===== config.mk =====
export PLATFORM = sky130hd
export DESIGN_NAME = integer_to_ascii_radix_flat
export DESIGN_NICKNAME = d
export VERILOG_FILES = /design/src/rtl/core/itoa_pkg.sv /design/src/rtl/core/itoa_if.sv /design/src/rtl/core/integer_to_ascii_radix.sv /design/src/flat_wrapper.sv
export SDC_FILE = /design/constraint.sdc
export NUM_CORES = 1
export LEC_CHECK = 0
export BUFFER_PORTS_ARGS = -buffer_cell sky130_fd_sc_hd__buf_2
export CAP_MARGIN = 20
export CORE_UTILIZATION = 50
export CTS_BUF_LIST = sky130_fd_sc_hd__clkbuf_2 sky130_fd_sc_hd__clkbuf_4 sky130_fd_sc_hd__clkbuf_8
export CTS_CLUSTER_SIZE = 28
export DETAILED_ROUTE_END_ITERATION = 10
export GPL_ROUTABILITY_DRIVEN = 0
export PLACE_DENSITY = 0.79
export SETUP_SLACK_MARGIN = 0.2
export SYNTH_ARGS = -nofsm -noshare
export SYNTH_HDL_FRONTEND = slang
export SYNTH_SLANG_ARGS = --single-unit

===== constraint.sdc =====
create_clock -name clk -period 12.7 [get_ports clk]
set_clock_uncertainty 0.1 [all_clocks]
set_input_delay 1.905 -clock clk [delete_from_list [all_inputs] [get_ports clk]]
set_output_delay 1.905 -clock clk [all_outputs]
set_load 0.01 [all_outputs]

===== src/rtl/core/itoa_pkg.sv =====
package itoa_pkg;

	localparam int CHAR_W    = 7;
	localparam int BASE_W    = 5;
	localparam int DIGIT_W   = 4;
	// quotient bits resolved per cycle by the shared divide step
	localparam int STEP_BITS = 8;

	typedef logic [CHAR_W-1:0]  char_t;
	typedef logic [BASE_W-1:0]  base_t;
	typedef logic [DIGIT_W-1:0] digit_t;

	localparam base_t BASE_MIN    = 5'd2;
	localparam base_t BASE_MAX    = 5'd16;
	localparam base_t BASE_SIGNED = 5'd10;

	localparam char_t CHAR_ZERO  = 7'h30;
	localparam char_t CHAR_ALPHA = 7'h61;
	localparam char_t CHAR_MINUS = 7'h2d;
	localparam char_t CHAR_NONE  = 7'h00;

	// lowercase hex digit, '0'-'9' then 'a'-'f'
	function automatic char_t digit_char(input digit_t d);
		char_t c;
		if (d < 4'd10) c = CHAR_ZERO + char_t'(d);
		else c = CHAR_ALPHA + char_t'(d - 4'd10);
		return c;
	endfunction

endpackage


===== src/rtl/core/itoa_if.sv =====
interface itoa_in_if #(parameter int VALUE_WIDTH = 32);
	import itoa_pkg::*;
	logic                   valid;
	logic                   ready;
	logic [VALUE_WIDTH-1:0] value;
	base_t                  base;
	logic                   signed_mode;

	modport source (output valid, value, base, signed_mode, input ready);
	modport sink   (input valid, value, base, signed_mode, output ready);
endinterface

interface itoa_out_if;
	import itoa_pkg::*;
	logic  valid;
	logic  ready;
	char_t character;
	logic  last;
	logic  empty_res;

	modport source (output valid, character, last, empty_res, input ready);
	modport sink   (input valid, character, last, empty_res, output ready);
endinterface


===== src/rtl/core/integer_to_ascii_radix.sv =====
// Integer to ASCII conversion in a selectable radix.
// in_ch carries value, base and signed_mode; out_ch carries one character
// per transfer, most significant digit first, with last on the final one.
// In signed mode with base ten a negative value gets a leading '-'.
// A base outside 2..16 gives a single transfer with empty_res and last set.
// One item at a time: in_ch.ready is high only while the sequencer idles.
// Each digit comes from the shared restoring-divide step (8 quotient
// bits a cycle) run over the whole quotient; the digits fill the digit
// store, with a minus sign after them when one is due, and then stream
// out from the top of the store at one character a cycle while the
// receiver takes them.
// The output register lets the next item be taken while the final
// character still waits. If the receiver stalls, streaming pauses and the
// character on out_ch holds until taken.
// Reset returns the sequencer to idle and drops any pending output;
// the digit store needs no clearing since each entry is written before use.
module integer_to_ascii_radix
	import itoa_pkg::*;
#(
	parameter int VALUE_WIDTH = 32,
	parameter int STORE_DEPTH = 34
) (
	input  logic       clk,
	input  logic       arst_n,
	itoa_in_if.sink    in_ch,
	itoa_out_if.source out_ch
);

	localparam int CHUNKS = (VALUE_WIDTH + STEP_BITS - 1) / STEP_BITS;
	localparam int PW     = CHUNKS * STEP_BITS;
	localparam int CKW    = (CHUNKS > 1) ? $clog2(CHUNKS) : 1;
	localparam int CW     = $clog2(STORE_DEPTH + 1);
	localparam int IW     = $clog2(STORE_DEPTH);

	localparam logic [2:0] ST_IDLE  = 3'd0;
	localparam logic [2:0] ST_DIV   = 3'd1;
	localparam logic [2:0] ST_MINUS = 3'd2;
	localparam logic [2:0] ST_EMIT  = 3'd3;
	localparam logic [2:0] ST_EMPTY = 3'd4;

	logic [2:0]     state_q;
	logic [PW-1:0]  quot_q;
	digit_t         rem_q;
	base_t          base_q;
	logic           neg_q;
	logic [CKW-1:0] chunk_q;
	logic [CW-1:0]  cnt_q;

	logic           out_valid_q;
	char_t          out_char_q;
	logic           out_last_q;
	logic           out_empty_q;

	char_t          store_mem [STORE_DEPTH];

	logic                   in_xfer;
	logic                   out_free;
	logic                   base_bad;
	logic                   in_neg;
	logic [VALUE_WIDTH-1:0] in_mag;
	logic [PW-1:0]          quot_next;
	digit_t                 rem_next;
	logic [STEP_BITS-1:0]   qbits;
	logic                   chunk_last;
	logic                   wr_en;
	char_t                  wr_char;
	logic [IW-1:0]          wr_idx;
	logic [CW-1:0]          cnt_dec;
	logic [IW-1:0]          rd_idx;
	logic                   emit_load;
	logic                   empty_load;

	assign in_ch.ready = (state_q == ST_IDLE);
	assign in_xfer     = in_ch.valid && in_ch.ready;
	assign out_free    = !out_valid_q || out_ch.ready;

	// input decode: radix check and signed magnitude
	assign base_bad = (in_ch.base < BASE_MIN) || (in_ch.base > BASE_MAX);
	assign in_neg   = in_ch.signed_mode && (in_ch.base == BASE_SIGNED)
	                  && in_ch.value[VALUE_WIDTH-1];
	assign in_mag   = in_neg ? (~in_ch.value + 1'b1) : in_ch.value;

	// shared divide step: STEP_BITS restoring iterations on a narrow remainder
	always_comb begin
		logic [BASE_W-1:0] t;
		digit_t            r;
		r     = rem_q;
		qbits = '0;
		for (int i = 0; i < STEP_BITS; i++) begin
			t = {r, quot_q[PW-1-i]};
			if (t >= base_q) begin
				t                    = t - base_q;
				qbits[STEP_BITS-1-i] = 1'b1;
			end
			r = t[DIGIT_W-1:0];
		end
		rem_next  = r;
		quot_next = (quot_q << STEP_BITS) | PW'(qbits);
	end

	assign chunk_last = (chunk_q == CKW'(CHUNKS - 1));

	// digit store write and read addressing
	assign wr_en   = (((state_q == ST_DIV) && chunk_last) || (state_q == ST_MINUS))
	                 && (cnt_q < CW'(STORE_DEPTH));
	assign wr_char = (state_q == ST_MINUS) ? CHAR_MINUS : digit_char(rem_next);
	assign wr_idx  = cnt_q[IW-1:0];
	assign cnt_dec = cnt_q - 1'b1;
	assign rd_idx  = cnt_dec[IW-1:0];

	assign emit_load  = (state_q == ST_EMIT) && out_free;
	assign empty_load = (state_q == ST_EMPTY) && out_free;

	// sequencer
	always_ff @(posedge clk or negedge arst_n) begin
		if (!arst_n) begin
			state_q <= ST_IDLE;
			quot_q  <= '0;
			rem_q   <= '0;
			base_q  <= '0;
			neg_q   <= 1'b0;
			chunk_q <= '0;
			cnt_q   <= '0;
		end else begin
			unique case (state_q)
				ST_IDLE: begin
					if (in_xfer) begin
						if (base_bad) begin
							state_q <= ST_EMPTY;
						end else begin
							quot_q  <= PW'(in_mag);
							rem_q   <= '0;
							base_q  <= in_ch.base;
							neg_q   <= in_neg;
							chunk_q <= '0;
							cnt_q   <= '0;
							state_q <= ST_DIV;
						end
					end
				end
				ST_DIV: begin
					quot_q  <= quot_next;
					rem_q   <= rem_next;
					chunk_q <= chunk_q + 1'b1;
					if (chunk_last) begin
						rem_q   <= '0;
						chunk_q <= '0;
						if (wr_en) cnt_q <= cnt_q + 1'b1;
						if (quot_next == '0) state_q <= neg_q ? ST_MINUS : ST_EMIT;
					end
				end
				ST_MINUS: begin
					if (wr_en) cnt_q <= cnt_q + 1'b1;
					state_q <= ST_EMIT;
				end
				ST_EMIT: begin
					if (out_free) begin
						cnt_q <= cnt_dec;
						if (cnt_q == CW'(1)) state_q <= ST_IDLE;
					end
				end
				ST_EMPTY: begin
					if (out_free) state_q <= ST_IDLE;
				end
				default: state_q <= ST_IDLE;
			endcase
		end
	end

	// digit store write port
	always_ff @(posedge clk) begin
		if (wr_en) store_mem[wr_idx] <= wr_char;
	end

	// registered read straight into the output character
	always_ff @(posedge clk) begin
		if (emit_load) out_char_q <= store_mem[rd_idx];
		else if (empty_load) out_char_q <= CHAR_NONE;
	end

	// output register flags
	always_ff @(posedge clk or negedge arst_n) begin
		if (!arst_n) begin
			out_valid_q <= 1'b0;
			out_last_q  <= 1'b0;
			out_empty_q <= 1'b0;
		end else if (emit_load) begin
			out_valid_q <= 1'b1;
			out_last_q  <= (cnt_q == CW'(1));
			out_empty_q <= 1'b0;
		end else if (empty_load) begin
			out_valid_q <= 1'b1;
			out_last_q  <= 1'b1;
			out_empty_q <= 1'b1;
		end else if (out_ch.ready) begin
			out_valid_q <= 1'b0;
		end
	end

	assign out_ch.valid     = out_valid_q;
	assign out_ch.character = out_char_q;
	assign out_ch.last      = out_last_q;
	assign out_ch.empty_res = out_empty_q;

endmodule


===== src/flat_wrapper.sv =====
// flat-port wrapper written by rule: the top's interface ports become plain ports
module integer_to_ascii_radix_flat import itoa_pkg::*;
#(
	parameter int VALUE_WIDTH = 32,
	parameter int STORE_DEPTH = 34
)
  (clk, arst_n, in_ch_valid, in_ch_value, in_ch_base, in_ch_signed_mode, in_ch_ready, out_ch_valid, out_ch_character, out_ch_last, out_ch_empty_res, out_ch_ready);
  itoa_in_if #(.VALUE_WIDTH(VALUE_WIDTH)) in_ch_i ();
  itoa_out_if out_ch_i ();
  input  logic clk;
  input  logic arst_n;
  input wire logic [$bits(in_ch_i.valid)-1:0] in_ch_valid;
  input wire logic [$bits(in_ch_i.value)-1:0] in_ch_value;
  input wire logic [$bits(in_ch_i.base)-1:0] in_ch_base;
  input wire logic [$bits(in_ch_i.signed_mode)-1:0] in_ch_signed_mode;
  output wire logic [$bits(in_ch_i.ready)-1:0] in_ch_ready;
  output wire logic [$bits(out_ch_i.valid)-1:0] out_ch_valid;
  output wire logic [$bits(out_ch_i.character)-1:0] out_ch_character;
  output wire logic [$bits(out_ch_i.last)-1:0] out_ch_last;
  output wire logic [$bits(out_ch_i.empty_res)-1:0] out_ch_empty_res;
  input wire logic [$bits(out_ch_i.ready)-1:0] out_ch_ready;
  assign in_ch_i.valid = in_ch_valid;
  assign in_ch_i.value = in_ch_value;
  assign in_ch_i.base = in_ch_base;
  assign in_ch_i.signed_mode = in_ch_signed_mode;
  assign in_ch_ready = in_ch_i.ready;
  assign out_ch_valid = out_ch_i.valid;
  assign out_ch_character = out_ch_i.character;
  assign out_ch_last = out_ch_i.last;
  assign out_ch_empty_res = out_ch_i.empty_res;
  assign out_ch_i.ready = out_ch_ready;
  integer_to_ascii_radix #(.VALUE_WIDTH(VALUE_WIDTH), .STORE_DEPTH(STORE_DEPTH)) u_core (.clk(clk), .arst_n(arst_n), .in_ch(in_ch_i), .out_ch(out_ch_i));
endmodule

# Yosys cells after proc, flatten, opt, wreduce, memory -nomap -nowiden

Memory sizes are Yosys's and may differ from the RTL's.
Index checks and enable logic that the tools add are counted.
W data, S select, Z words.

Eq/ne operators: 14
Add/subtract/negate cells: 15
$lt $le $gt $ge: 12
Multiplexer cells: 55
Bitwise gates (word level): 3
Reduce and logical (&&, ||, !) cells: 21

Operator list:

| cell                    | count |
|---|---|
| $mux W32                | 3 |
| $pmux W32 S2            | 1 |
| $mux W4                 | 11 |
| $ge A5 B5 Y1            | 8 |
| $add A32 B1 Y32 const B | 1 |
| $logic_not A32 Y1       | 1 |
| $not A32 Y32            | 1 |
| $or A32 B8 Y32          | 1 |
| $sub A4 B4 Y4           | 8 |
| $mux W6                 | 5 |
| $mux W7                 | 4 |
| $pmux W6 S4             | 1 |
| $mux W3                 | 7 |
| $mux W1                 | 17 |
| $pmux W3 S5             | 1 |
| $ne A2 B2 Y1 const B    | 4 |
| $pmux W4 S2             | 1 |
| $add A6 B4 Y7 const A   | 1 |
| $add A7 B7 Y7 const A   | 1 |
| $logic_and A1 B1 Y1     | 7 |
| $add A6 B1 Y6 const B   | 1 |
| $eq A3 B2 Y1 const B    | 2 |
| $eq A6 B1 Y1 const B    | 1 |
| $lt A6 B6 Y1 const B    | 1 |
| 23 further kinds        | 31 |

Register bits: 63
Logic and storage cells: 132
Memories: 1
Input port bits: 42
Output and inout port bits: 11
Bits in writable memories: 238

Memories:

| name             | words | width | rd ports | clocked after Yosys merged registers in | write ports | line                         | text |
|---|---|---|---|---|---|---|---|
| u_core.store_mem | 34    | 7     | 1        | 0                                       | 1           | integer_to_ascii_radix.sv:54 | `char_t store_mem [STORE_DEPTH];` |

# Longest topological paths before layout

Depth after elaboration: 21
Depth in mapped cells: 61
Depth with buffers taken out: 59

# Worst setup path before layout

No wires, ideal clock.

Kind: flip-flop to flip-flop
From: register u_core.base_q[1]
To: memory u_core.store_mem[0][3] (netlist name), data pin
Period minus slack after synthesis: 12.861 ns
Cell stages (with the launch flop): 54
Setup slack: -0.161 ns
Data required time: 12.229 ns
Library setup time: 0.371 ns
Buffers on the path: 2
Arrival: 12.390 ns
Cell sequence: dfrtp_1 > inv_1 > ha_1 > a21o_1 > a21oi_1 > o21ai_1 > mux2_2 > inv_1 > ha_1 > a21o_1 > a21oi_1 > o21ai_1 > mux2_2 > inv_1 > ha_1 > a21o_1 > a21oi_1 > o21ai_1 > [... 18 more ...] > inv_1 > ha_1 > nor2b_1 > o31a_1 > o22ai_4 > mux2i_1 > ha_1 > a311o_1 > or3_4 > and2_4 > buf_6 > o21ai_4 > ha_1 > inv_1 > ha_1 > a21boi_0 > and3b_1 > o21ai_1

Longest elaborated chain between the ends: 20
Elaborated cells on any way between the ends: 30
Classes of those cells: add/sub: 11; order compare: 9; mux: 10

RTL lines:

| element                                       | line                                                       | text |
|---|---|---|
| start: declaration                            | integer_to_ascii_radix.sv:44                               | `base_t base_q;` |
| start signal: assignment                      | integer_to_ascii_radix.sv:133                              | `base_q <= in_ch.base;` |
| $sub A4 B4 Y4 or $ge A5 B5 Y1 (tied branches) | integer_to_ascii_radix.sv:92, integer_to_ascii_radix.sv:91 |  |
| $mux W4                                       | integer_to_ascii_radix.sv:91                               | `if (t >= base_q) begin` |
| $sub A4 B4 Y4 or $ge A5 B5 Y1 (tied branches) | integer_to_ascii_radix.sv:92, integer_to_ascii_radix.sv:91 |  |
| $mux W4                                       | integer_to_ascii_radix.sv:91                               |  |
| $sub A4 B4 Y4 or $ge A5 B5 Y1 (tied branches) | integer_to_ascii_radix.sv:92, integer_to_ascii_radix.sv:91 |  |
| $mux W4                                       | integer_to_ascii_radix.sv:91                               |  |
| $ge A5 B5 Y1 or $sub A4 B4 Y4 (tied branches) | integer_to_ascii_radix.sv:91, integer_to_ascii_radix.sv:92 |  |
| $mux W4                                       | integer_to_ascii_radix.sv:91                               |  |
| [... 5 more ...]                              | -                                                          |  |
| $mux W4                                       | integer_to_ascii_radix.sv:91                               |  |
| $ge A5 B5 Y1 or $sub A4 B4 Y4 (tied branches) | integer_to_ascii_radix.sv:91, integer_to_ascii_radix.sv:92 |  |
| $mux W4 (*)                                   | integer_to_ascii_radix.sv:91                               |  |
| $sub A4 B4 Y5                                 | itoa_pkg.sv:26                                             | `else c = CHAR_ALPHA + char_t'(d - 4'd10);` |
| $add A7 B7 Y7                                 | itoa_pkg.sv:26                                             |  |
| $mux W7 (*)                                   | itoa_pkg.sv:25                                             | `if (d < 4'd10) c = CHAR_ZERO + char_t'(d);` |
| $mux W7 (*)                                   | integer_to_ascii_radix.sv:106                              | `assign wr_char = (state_q == ST_MINUS) ? CHAR_MINUS : digit_char(rem_next);` |
| via u_core.wr_char[3]                         | integer_to_ascii_radix.sv:66                               | `char_t wr_char;` |
| end: declaration                              | integer_to_ascii_radix.sv:54                               |  |

Mark *: on every way through the listed nets, which the timed path passes. The rest lies on a longest branch.

# Final worst setup path

From: register u_core.quot_q[31]
To: memory u_core.store_mem[4][3] (netlist name), data pin

Longest elaborated chain between the ends: 20
Elaborated cells on any way between the ends: 30
Classes of those cells: add/sub: 11; order compare: 9; mux: 10

RTL lines:

| element                                       | line                                                       | text |
|---|---|---|
| start: declaration                            | integer_to_ascii_radix.sv:42                               | `logic [PW-1:0] quot_q;` |
| start signal: assignment                      | integer_to_ascii_radix.sv:131                              | `quot_q <= PW'(in_mag);` |
| start signal: assignment                      | integer_to_ascii_radix.sv:142                              | `quot_q <= quot_next;` |
| $sub A4 B4 Y4 or $ge A5 B5 Y1 (tied branches) | integer_to_ascii_radix.sv:92, integer_to_ascii_radix.sv:91 |  |
| $mux W4 (*)                                   | integer_to_ascii_radix.sv:91                               |  |
| $sub A4 B4 Y4 or $ge A5 B5 Y1 (tied branches) | integer_to_ascii_radix.sv:92, integer_to_ascii_radix.sv:91 |  |
| $mux W4 (*)                                   | integer_to_ascii_radix.sv:91                               |  |
| $sub A4 B4 Y4 or $ge A5 B5 Y1 (tied branches) | integer_to_ascii_radix.sv:92, integer_to_ascii_radix.sv:91 |  |
| $mux W4 (*)                                   | integer_to_ascii_radix.sv:91                               |  |
| $sub A4 B4 Y4 or $ge A5 B5 Y1 (tied branches) | integer_to_ascii_radix.sv:92, integer_to_ascii_radix.sv:91 |  |
| $mux W4 (*)                                   | integer_to_ascii_radix.sv:91                               |  |
| [... 5 more ...]                              | -                                                          |  |
| $mux W4 (*)                                   | integer_to_ascii_radix.sv:91                               |  |
| $sub A4 B4 Y4 or $ge A5 B5 Y1 (tied branches) | integer_to_ascii_radix.sv:92, integer_to_ascii_radix.sv:91 |  |
| $mux W4 (*)                                   | integer_to_ascii_radix.sv:91                               |  |
| $sub A4 B4 Y5                                 | itoa_pkg.sv:26                                             |  |
| $add A7 B7 Y7                                 | itoa_pkg.sv:26                                             |  |
| $mux W7 (*)                                   | itoa_pkg.sv:25                                             |  |
| $mux W7 (*)                                   | integer_to_ascii_radix.sv:106                              |  |
| via u_core.wr_char[3]                         | integer_to_ascii_radix.sv:66                               |  |

Marks and branches as above.

==> reports/metrics.csv <==
stage;metric;value;unit
hold_path;min-delay src;u_core.rem_q[3]$_DFFE_PN0P_;
hold_path;worst hold path cell count;2;
die;number of I/O pins;53;
hold_path;worst hold path class;reg -> reg;
route;post-route ant nets;0;
synthesis;top cell type's share of synthesized area;0.490;
die;num rows;63;
layout;Nets;1278;
die;Die W;175;um
cts;Clock Tree Buf Depth;3;
critical_path;CP dominant cell by count;ha_1;
route;# DRC;1;
die;DIE AREA;30700;um^2
synthesis;Warnings, synthesis;0;
cts;CTS tree;built;
grt;gr usage total;0.225;
timing;Max Fclk;84.2;MHz
critical_path;reg-to-reg endpoint;u_core.store_mem[4][3]$_DFFE_PP_;
status;status;finished, violations left;
critical_path;setup slack, reg-to-reg;0.83;ns
die;Core ar.;29600;um^2
timing;Period minus WS final;11.87;ns
timing;unrepaired setup endpoints after global routing;false;
placement;Inst Count DP;1504;
timing;Slew Limit Fails;0;
hold_path;worst hold path endpoint;u_core.rem_q[3]$_DFFE_PN0P_;
run;max_cap viols;0;
die;Die Y-Extent;175;um
critical_path;Reg2Reg Depth;55;
route;vias;9757;
critical_path;CP required;12.90;ns
route;post-DR vias/cell;6.07;
grt;vias in the first global route;9554;
die;Starting Density;0.508;
timing;fin crit share;0.935;
grt;largest net degree at the start of global routing;64;
cts;Worst-Skew Late Latency;0.57;ns
route;DRT iter0 DRCs;893;
grt;gr ovfl total;0;
synthesis;area leader, netlist;edfxtp_1;
critical_path;CP peak stage delay;0.43;ns
timing;hold slack;0.399;ns
synthesis;Synth area leaders;edfxtp_1 49%, mux4_2 11%, dfrtp_1 9.3%, ha_1 4.0%, nor2_1 2.2%;
synthesis;net count after synthesis;1181;
critical_path;Worst EP arrival;12.07;ns
timing;relative slew slack;0.294;
cts;Worst-path clk slew;0.06;ns
layout;Area Overhead vs Synth;13.2;%
timing;worst-margin pin slew;1.06;ns
layout;Antenna Diode Count;0;
route;wire per inst;21.8;um
timing;Final setup viols;0;
critical_path;startpoint types;register;
route;DRT Wirelength;35100;um
synthesis;ys async rst share;0.186;
layout;most common cell after layout, fill and taps aside;edfxtp_1;
grt;first-pass GRT wire length;53300;um
layout;layout cell share with drive strength beyond 1;0.255;
status;violated checks;design-rule violations;
cts;CTS sink count;301;
critical_path;RR Startpoint;u_core.quot_q[31]$_DFFE_PN0P_;
grt;initial antenna violation count;0;
placement;IO Port Bufs;52;
critical_path;slowest library cell on the worst path;and3b_1;
layout;most frequent cells in the layout;245 x edfxtp_1, 87 x nor2_1, 70 x mux4_2;
synthesis;dominant synthesized flop cell;edfxtp_1;
synthesis;Seq/Total Area, Yosys;0.583;
layout;Finished Layout Cells;1607;
cts;Hold-fix buffers, CTS;0;
cts;H-tree depth;2;
critical_path;CP endpoint kind;register;
critical_path;critical path class;reg -> reg;
timing;post-route setup slack;0.831;ns
placement;Post-DP HPWL;23000;um
synthesis;syn avg cell area;13.9;um^2
synthesis;post-synthesis instance total;1083;
synthesis;unique cell type count in the Yosys netlist;77;
route;DR pass1 iterations;8;
cts;CTS Buf Count;48;
synthesis;Post-synth EDFFs;245;
synthesis;Synth Register Bits;301;
placement;Placement Setup Slack;-0.345;ns
synthesis;post-synthesis instance area;15000;um^2
cts;CTS root buf;clkbuf_8;
critical_path;Max FO, Critical Path;17;
timing;final hold viol count;0;
## cell families (layout without fill, tap and decap cells)
family | after synthesis | after routing | synth area share
XOR/XNOR | 48 | 48 | 0.0285
multiplexers | 105 | 105 | 0.130
buffers and inverters | 97 | 227 | 0.0293
AND/OR/NAND/NOR | 259 | 259 | 0.0841
flip-flops | 301 | 301 | 0.583
adder cells (fa/ha/maj) | 56 | 56 | 0.0507
AO/OA/AOI/OAI | 217 | 221 | 0.0944
## state kept, by name (all words and copies together) (netlist names)
register                 count
u_core.store_mem           238
u_core.quot_q               32
u_core.out_ch.character      7
u_core.cnt_q                 6
u_core.base_q                5
u_core.rem_q                 4
u_core.state_q               3
u_core.chunk_q               2
u_core.neg_q                 1
u_core.out_ch.empty_res      1
u_core.out_ch.last           1
u_core.out_ch.valid          1
## stage by stage
| step | util | area, um^2 | TNS (ns) |
|---|---|---|---|
| after floorplan | - | 15000 | 0 |
| after global placement | 0.532 | 15700 | 0 |
| after detailed placement | 0.532 | 15700 | -16.22 |
| after global routing | 0.575 | 17000 | 0 |
| final | 0.575 | 17000 | 0 |
| after CTS | 0.566 | 16700 | 0 |
## what timing repair did
item / 4_1_cts / 5_1_grt
pin swaps: 1 / 8
gates resized for setup: 7 / 27
cloned: 1 / 4
endpoints found under the setup margin: 156 / 238
endpoints found under the hold margin: 0 / 0
setup buffers: 0 / 10
## metal layers
metal | track usage | vias up | part of all wire
met3 | 0.0312 | 93 | 0.069
met1 | 0.297 | 4861 | 0.40
met4 | 0.0815 | 0 | 0.033
met2 | 0.383 | 435 | 0.49
li1 | - | 4368 | -
met5 | 0 | - | 0
## area by class of cell
type	count	area, um^2
Inverter	48	184
Multi-Input combinational cell	689	6020
Timing Repair Buffer	91	588
Sequential cell	301	8760
Timing Repair inverter	1	7.51
Clock inverter	17	115
Tap cell	390	488
Clock buffer	70	832
Fill cell	2251	12600
## how the worst max path moves through the flow
| stage | startpoint | to | slack (ns) | cells past startpoint |
|---|---|---|---|---|
| finish | u_core.quot_q[31]$_DFFE_PN0P_ | u_core.store_mem[4][3]$_DFFE_PP_ | 0.83 | 55 |
| CTS | u_core.quot_q[31]$_DFFE_PN0P_ | u_core.store_mem[24][5]$_DFFE_PP_ | 0.27 | 55 |
| detailed placement | u_core.base_q[0]$_DFFE_PN0P_ | u_core.store_mem[16][3]$_DFFE_PP_ | -0.35 | 52 |
| floorplan | u_core.base_q[1]$_DFFE_PN0P_ | u_core.store_mem[0][2]$_DFFE_PP_ | 0.36 | 52 |
| global route | u_core.quot_q[31]$_DFFE_PN0P_ | u_core.store_mem[3][4]$_DFFE_PP_ | 0.15 | 57 |
| global placement | u_core.base_q[0]$_DFFE_PN0P_ | u_core.store_mem[20][3]$_DFFE_PP_ | 0.28 | 52 |
## worst max-delay path: cells and delay by family (launching register included)
family	cells	cell delay, ns
adder cells (fa/ha/maj)	10	2.84
AND/OR/NAND/NOR	10	2.14
buffers and inverters	7	0.83
AO/OA/AOI/OAI	25	4.38
multiplexers	3	0.95
flip-flops	1	0.36
## synth_stat cells, types with 22 or more instances
library cell,instances
o21ai_0,48
inv_1,47
mux4_2,70
ha_1,48
dfrtp_1,56
edfxtp_1,245
xnor2_1,33
nor3_1,22
clkbuf_1,25
nor2_1,88
a21oi_1,63
nand2_1,63
Power is not shown: default switching activity piles up to over one toggle a cycle in this logic, so the estimate is an artifact.
